==> src/rtl/core/tfbc_pkg.sv <==
// Package for the two-round Feistel byte cipher.
// Holds the permutation and S-box tables, the round function, the key schedule
// and the record that the round cells pass along. It depends on nothing else.
`default_nettype none

package tfbc_pkg;

    localparam int NUM_CELLS = 2;

    // Permutation tables: output bit i takes input bit (entry - 1).
    localparam logic [3:0] EP_TAB  [8]  = '{4'd4, 4'd1, 4'd2, 4'd3, 4'd2, 4'd3, 4'd4, 4'd1};
    localparam logic [3:0] P4_TAB  [4]  = '{4'd2, 4'd4, 4'd3, 4'd1};
    localparam logic [3:0] P10_TAB [10] = '{4'd3, 4'd5, 4'd2, 4'd7, 4'd4,
                                            4'd10, 4'd1, 4'd9, 4'd8, 4'd6};
    localparam logic [3:0] P8_TAB  [8]  = '{4'd6, 4'd3, 4'd7, 4'd4, 4'd8, 4'd5, 4'd10, 4'd9};
    localparam logic [3:0] IP_TAB  [8]  = '{4'd2, 4'd6, 4'd3, 4'd1, 4'd4, 4'd8, 4'd5, 4'd7};
    localparam logic [3:0] IPI_TAB [8]  = '{4'd4, 4'd1, 4'd3, 4'd5, 4'd7, 4'd2, 4'd8, 4'd6};

    // S-boxes, indexed [column][row].
    localparam logic [1:0] S0_TAB [4][4] = '{'{2'd1, 2'd0, 2'd3, 2'd2},
                                             '{2'd3, 2'd2, 2'd1, 2'd0},
                                             '{2'd0, 2'd2, 2'd1, 2'd3},
                                             '{2'd3, 2'd1, 2'd3, 2'd2}};
    localparam logic [1:0] S1_TAB [4][4] = '{'{2'd0, 2'd1, 2'd2, 2'd3},
                                             '{2'd2, 2'd0, 2'd1, 2'd3},
                                             '{2'd3, 2'd0, 2'd1, 2'd0},
                                             '{2'd2, 2'd1, 2'd0, 2'd3}};

    // Work record handed from one round cell to the next.
    typedef struct packed {
        logic [3:0] l;
        logic [3:0] h;
        logic [7:0] k_now;
        logic [7:0] k_next;
    } t_cell;

    typedef struct packed {
        logic [7:0] k1;
        logic [7:0] k2;
    } t_subkeys;

    function automatic logic [7:0] perm_ip(input logic [7:0] din);
        logic [7:0] dout;
        for (int i = 0; i < 8; i++) begin
            dout[i] = din[3'(IP_TAB[i] - 4'd1)];
        end
        return dout;
    endfunction

    function automatic logic [7:0] perm_ipi(input logic [7:0] din);
        logic [7:0] dout;
        for (int i = 0; i < 8; i++) begin
            dout[i] = din[3'(IPI_TAB[i] - 4'd1)];
        end
        return dout;
    endfunction

    function automatic logic [1:0] sbox0(input logic [3:0] x);
        return S0_TAB[{x[2], x[1]}][{x[3], x[0]}];
    endfunction

    function automatic logic [1:0] sbox1(input logic [3:0] x);
        return S1_TAB[{x[2], x[1]}][{x[3], x[0]}];
    endfunction

    // Round function: expand, mix in the subkey, substitute, permute.
    function automatic logic [3:0] round_f(input logic [3:0] nib, input logic [7:0] key);
        logic [7:0] e;
        logic [3:0] c;
        logic [3:0] dout;
        for (int i = 0; i < 8; i++) begin
            e[i] = nib[2'(EP_TAB[i] - 4'd1)];
        end
        e = e ^ key;
        c = {sbox1(e[7:4]), sbox0(e[3:0])};
        for (int i = 0; i < 4; i++) begin
            dout[i] = c[2'(P4_TAB[i] - 4'd1)];
        end
        return dout;
    endfunction

    function automatic logic [4:0] rot5(input logic [4:0] v);
        return {v[3:0], v[4]};
    endfunction

    function automatic logic [7:0] perm_p8(input logic [9:0] din);
        logic [7:0] dout;
        for (int i = 0; i < 8; i++) begin
            dout[i] = din[P8_TAB[i] - 4'd1];
        end
        return dout;
    endfunction

    function automatic t_subkeys key_schedule(input logic [9:0] key);
        logic [9:0] pk;
        logic [4:0] lo;
        logic [4:0] hi;
        t_subkeys   ks;
        for (int i = 0; i < 10; i++) begin
            pk[i] = key[P10_TAB[i] - 4'd1];
        end
        lo    = rot5(pk[4:0]);
        hi    = rot5(pk[9:5]);
        ks.k1 = perm_p8({hi, lo});
        lo    = rot5(lo);
        hi    = rot5(hi);
        ks.k2 = perm_p8({hi, lo});
        return ks;
    endfunction

endpackage

`default_nettype wire

==> src/rtl/core/tfbc_round_cell.sv <==
// One Feistel round cell: a register stage with its own valid bit.
// Applies one round and the half swap, then hands the record to its neighbor.
// Depends on tfbc_pkg.
`default_nettype none

module tfbc_round_cell (
    input  wire               i_clk,
    input  wire               i_rst_n,
    input  wire               i_valid,
    output logic              o_ready,
    input  tfbc_pkg::t_cell   i_data,
    output logic              o_valid,
    input  wire               i_ready,
    output tfbc_pkg::t_cell   o_data
);
    import tfbc_pkg::*;

    logic  r_vld;
    t_cell r_data;
    t_cell n_data;

    assign o_ready = !r_vld || i_ready;
    assign o_valid = r_vld;
    assign o_data  = r_data;

    // The round result lands in the high half's place after the swap, so the
    // old high half becomes the new low half. The key slots rotate so the
    // next cell sees the second subkey.
    always_comb begin
        n_data.l      = i_data.h;
        n_data.h      = i_data.l ^ round_f(i_data.h, i_data.k_now);
        n_data.k_now  = i_data.k_next;
        n_data.k_next = i_data.k_now;
    end

    always_ff @(posedge i_clk) begin
        if (!i_rst_n) begin
            r_vld <= 1'b0;
        end else if (o_ready) begin
            r_vld <= i_valid;
        end
    end

    always_ff @(posedge i_clk) begin
        if (o_ready && i_valid) begin
            r_data <= n_data;
        end
    end

endmodule

`default_nettype wire

==> src/rtl/core/toy_feistel_byte_cipher.sv <==
// Each accepted input beat passes two round cells, then the output register.
// Throughput: one beat per cycle; each cell and the output register stall on
// their own, so gaps fill while the output waits.
// Reset (synchronous, active low) empties all stages and clears the key to 0.
// Depends on tfbc_pkg and tfbc_round_cell.
`default_nettype none

module toy_feistel_byte_cipher (
    input  wire         i_clk,
    input  wire         i_rst_n,
    input  wire         i_cfg_we,
    input  wire  [9:0]  i_cfg_wdata,
    input  wire         s_axis_tvalid,
    output logic        s_axis_tready,
    input  wire  [7:0]  s_axis_tdata,   // [7:0] data_in
    input  wire         s_axis_tuser,   // [0] cmd: 0 encrypt, 1 decrypt
    output logic        m_axis_tvalid,
    input  wire         m_axis_tready,
    output logic [7:0]  m_axis_tdata    // [7:0] data_out
);
    import tfbc_pkg::*;

    // Subkeys are derived once, when the key is written.
    t_subkeys r_keys;

    logic       c_vld   [NUM_CELLS+1];
    logic       c_rdy   [NUM_CELLS+1];
    t_cell      c_data  [NUM_CELLS+1];

    logic       r_out_vld;
    logic [7:0] r_out_data;
    logic       out_rdy;
    logic [7:0] ip_byte;

    always_ff @(posedge i_clk) begin
        if (!i_rst_n) begin
            r_keys <= '0;
        end else if (i_cfg_we) begin
            r_keys <= key_schedule(i_cfg_wdata);
        end
    end

    assign ip_byte        = perm_ip(s_axis_tdata);
    assign c_vld[0]       = s_axis_tvalid;
    assign s_axis_tready  = c_rdy[0];
    assign c_data[0].l    = ip_byte[3:0];
    assign c_data[0].h    = ip_byte[7:4];
    assign c_data[0].k_now  = s_axis_tuser ? r_keys.k2 : r_keys.k1;
    assign c_data[0].k_next = s_axis_tuser ? r_keys.k1 : r_keys.k2;

    for (genvar g = 0; g < NUM_CELLS; g++) begin : g_cell
        tfbc_round_cell u_cell (
            .i_clk   (i_clk),
            .i_rst_n (i_rst_n),
            .i_valid (c_vld[g]),
            .o_ready (c_rdy[g]),
            .i_data  (c_data[g]),
            .o_valid (c_vld[g+1]),
            .i_ready (c_rdy[g+1]),
            .o_data  (c_data[g+1])
        );
    end

    assign out_rdy          = !r_out_vld || m_axis_tready;
    assign c_rdy[NUM_CELLS] = out_rdy;

    always_ff @(posedge i_clk) begin
        if (!i_rst_n) begin
            r_out_vld <= 1'b0;
        end else if (out_rdy) begin
            r_out_vld <= c_vld[NUM_CELLS];
        end
    end

    // The last cell's swap is undone here: its low half is the final high half.
    always_ff @(posedge i_clk) begin
        if (out_rdy && c_vld[NUM_CELLS]) begin
            r_out_data <= perm_ipi({c_data[NUM_CELLS].l, c_data[NUM_CELLS].h});
        end
    end

    assign m_axis_tvalid = r_out_vld;
    assign m_axis_tdata  = r_out_data;

    a_ready_when_empty: assert property (@(posedge i_clk) disable iff (!i_rst_n)
        !r_out_vld |-> s_axis_tready)
        else $error("input not ready although the output stage is empty");

    a_last_cell_moves: assert property (@(posedge i_clk) disable iff (!i_rst_n)
        c_vld[NUM_CELLS] && out_rdy |=> m_axis_tvalid)
        else $error("beat from the last cell was lost");

    a_drain: assert property (@(posedge i_clk) disable iff (!i_rst_n)
        m_axis_tvalid && m_axis_tready && !c_vld[NUM_CELLS] |=> !m_axis_tvalid)
        else $error("output beat repeated after it was taken");

endmodule

`default_nettype wire
==> config.mk <==
export PLATFORM = sky130hd
export DESIGN_NAME = toy_feistel_byte_cipher
export DESIGN_NICKNAME = d
export VERILOG_FILES = /design/src/rtl/core/tfbc_pkg.sv /design/src/rtl/core/tfbc_round_cell.sv /design/src/rtl/core/toy_feistel_byte_cipher.sv
export SDC_FILE = /design/constraint.sdc
export NUM_CORES = 1
export LEC_CHECK = 0
export ABC_AREA = 1
export BUFFER_PORTS_ARGS = -buffer_cell sky130_fd_sc_hd__buf_4
export CORE_MARGIN = 2
export CORE_UTILIZATION = 59
export CTS_CLUSTER_SIZE = 28
export DETAILED_ROUTE_END_ITERATION = 8
export PLACE_DENSITY = 0.82
export SYNTH_ARGS = -nofsm -noshare
export SYNTH_HDL_FRONTEND = slang
export SYNTH_HIERARCHICAL = 1
export SYNTH_SLANG_ARGS = --single-unit
==> constraint.sdc <==
create_clock -name i_clk -period 3.5 [get_ports i_clk]
set_input_delay 0.875 -clock i_clk [delete_from_list [all_inputs] [get_ports i_clk]]
set_output_delay 0.875 -clock i_clk [all_outputs]
set_load 0.005 [all_outputs]
Yosys cells after proc, flatten, opt, wreduce, memory -nomap -nowiden
Index checks and enable logic that the tools add are counted.

storage, ports and cells
  bits in registers = 51
  input bits = 24
  output and inout port bits = 10

operators by class
  order comparisons = 8
  mux-type cells = 26
  bitwise logic cells = 12
  reduce and logical (&&, ||, !) cells = 9

operators with widths
  cell                                                      count
  8-bit 2-to-1 mux                                          10
  8-bit binary-select mux with 2-bit select                 4
  3-bit greater-or-equal comparator, second input constant  8
  2-bit inverter with 3-bit output                          8
  2-bit binary-select mux with 2-bit select                 4
  2-bit 2-to-1 mux                                          8
  8-bit XOR                                                 2
  4-bit XOR                                                 2
  1-bit logical AND                                         3
  1-bit zero test                                           3
  1-bit logical OR                                          3

Longest topological paths before layout
  depth in word-level cells = 10
  mapped depth = 13
  depth with buffers taken out = 12

Hierarchy
Netlist, hierarchy kept.

by module, submodules not included
  module                               instances  cells an instance  area an instance (um^2)  seq. area each (um^2)
  tfbc_round_cell at g_cell[1].u_cell  1          131                1209.9                   740.7
  tfbc_round_cell at g_cell[0].u_cell  1          131                1207.4                   740.7
  toy_feistel_byte_cipher              1          89                 760.7                    440.4

Worst setup path after synthesis
No wires, ideal clock.

  kind = input to register
  start point = in m_axis_tready
  end point = reg g_cell[0].u_cell/o_data[0] (netlist name)
  library setup time = 413 ps
  arrival = 2319 ps
  data required time = 3087 ps
  path slack = 768 ps
  cell stages on the path = 6
  buffers on the path = 0
  cells stage by stage = inv_1 nand2_1 inv_1 nand2_1 inv_1 a21oi_1

RTL lines
  element          RTL line                       text
  start, declared  toy_feistel_byte_cipher.sv:18  input wire m_axis_tready,

==> flow_metrics.env <==
export IMPL_drv_slew=0
export IMPL_vias_per_cell=5.00
export IMPL_period_share=0.678
export IMPL_cts_tree="yes"
export IMPL_grt_usage=0.211
export IMPL_fmax_mhz=421
export IMPL_slowest_delay_ps=140
export IMPL_crit_fanout=2
export IMPL_port_buffers=32
export IMPL_cp_cell_sequence="buf_4, inv_1, nand2_1, inv_1, nand2_1, inv_1, nand2_1, buf_4"
export IMPL_skew_ps=11.1
export IMPL_core_um2=4000
export IMPL_wire_per_inst_um=10.7
export IMPL_relSlewSlack=0.497
export IMPL_grt_start_max_net_pins=23
export IMPL_drc=0
export IMPL_cts_setup_buffers=0
export IMPL_rsz0062_at_grt="false"
export IMPL_final_area_um2=2840
export IMPL_crit_family="buffers and inverters"
export IMPL_tightest_slew_ps=755
export IMPL_io_pin_count=34
export IMPL_setup_tns_ps=0
export IMPL_htreeDepth=2
export IMPL_vdd_drop_max_mv=0.284
export IMPL_ant_nets=0
export IMPL_gr_total_overflow=0
export IMPL_p_leak_nw=1.42
export IMPL_hpwlAfterDp_mm=3.53
export IMPL_drtPass1Iterations=4
export IMPL_syn2layout_area_growth_pct=15.4
export IMPL_cp_required_ps=2620
export IMPL_max_cap_viol_count=0
export IMPL_clock_latency_ps=300
export IMPL_antenna_cells=0
export IMPL_cts_resized=0
export IMPL_clockBufferDepth=2
export IMPL_syn_area_um2=2460
export IMPL_crit_buf_inv=5
export IMPL_power_density_nw_per_um2=441
export IMPL_place_area_um2=2730
export IMPL_worstSetupEndpointType="output pin"
export IMPL_hold_viol_final=0
export IMPL_grt_pass1_vias=1859
export IMPL_clk_pin_slew_worst_paths_ps=80
export IMPL_cp_data_arrival_time_ps=1500
export IMPL_drive_above_1_share=0.162
export IMPL_routed_wl_mm=4.46
export IMPL_die_y_um=68.5
export IMPL_initial_utilization=0.614
export IMPL_slowest_stage="buf_4"
export IMPL_ys_warn_count=6
export IMPL_cts_hold_buf=0
export IMPL_whs_ps=423
export IMPL_status="complete, no violations"
export IMPL_critPathKind="in -> out"
export IMPL_antenna_found_initial=0
export IMPL_period_needed_ps=2370
export IMPL_gp_congestion=0.903
export IMPL_cts_buffers=5
export IMPL_num_nets_final=390
export IMPL_hold_path_class="reg -> reg"
export IMPL_synthesis_nets=353
export IMPL_cp_start_kind="input pin"
export IMPL_syn_avg_cell_area_um2=7.51
export IMPL_finalSetupViolCount=0
export IMPL_num_vias=2075
export IMPL_syn_inst=327
export IMPL_clkSinkCount=44
export IMPL_die_w_um=68.5
export IMPL_num_rows=23
export IMPL_grt_pass1_wl_mm=7.27
export IMPL_die_area_um2=4700
export IMPL_cts_root_buf="clkbuf_8"
export IMPL_drt_iter0_drc=124
## layer usage
layer / track usage / routed length [um]
met3: 0.0438 / 164
met5: 0 / 0
met4: 0.108 / 117
met2: 0.404 / 2370
met1: 0.213 / 1810
## stage by stage
| step | power, W | std cells | worst slack, ps | utilization |
|---|---|---|---|---|
| after detailed placement | 0.000915 | 407 | 877 | 0.683 |
| after global placement | 0.000899 | 407 | 921 | 0.683 |
| after floorplan | 0.000840 | 327 | 1170 | - |
| after CTS | 0.00126 | 415 | 1120 | 0.709 |
| after global routing | 0.00133 | 415 | 974 | 0.709 |
| final | 0.00125 | 415 | 1130 | 0.709 |
## power by group
part / switching [W] / internal (W) / leakage [nW]
logic: 0.000169 / 0.000106 / 0.955
clock network: 0.000163 / 0.000183 / 0.0534
registers: 0.0000249 / 0.000605 / 0.409
total: 0.000357 / 0.000894 / 1.42
## registers in the layout, summed over array words and instances, names as in the netlist
register / flops
g_cell.u_cell/o_data: 24
r_keys: 9
m_axis_tdata: 8
g_cell.u_cell/o_valid: 2
m_axis_tvalid: 1
## worst paths after layout
kind	startpoint	end	slack (ps)	cells after the start
hold reg to reg	g_cell[1].u_cell/o_data[20]$_DFFE_PP_	m_axis_tdata[3]$_DFFE_PP_	420	0
hold / removal	g_cell[1].u_cell/o_data[20]$_DFFE_PP_	m_axis_tdata[3]$_DFFE_PP_	420	0
setup reg to reg	r_keys[9]$_SDFFE_PN0P_	g_cell[0].u_cell/o_data[16]$_DFFE_PP_	1540	12
setup / recovery	m_axis_tready	s_axis_tready	1130	8
## cells in the final DEF, fill, tap and decap left out, drive strengths merged
master	n
xnor2	4
edfxtp	32
clkbuf	7
a21oi	4
clkinv	3
nand2	137
nand3	30
dfxtp	12
nor2	18
nand3b	2
o21ai	23
inv	52
xor2	4
ha	2
buf	33
a21boi	2
## layout make-up
cell class	instances	area, um^2
fillers	316	1160
repair buffers	33	248
inverters	54	203
well taps	50	62.6
multi-input cells	226	1020
clock buffers	7	97.6
clock inverters	1	5.00
flip-flops and latches	44	1200
Power figures use the tool's default switching activity.
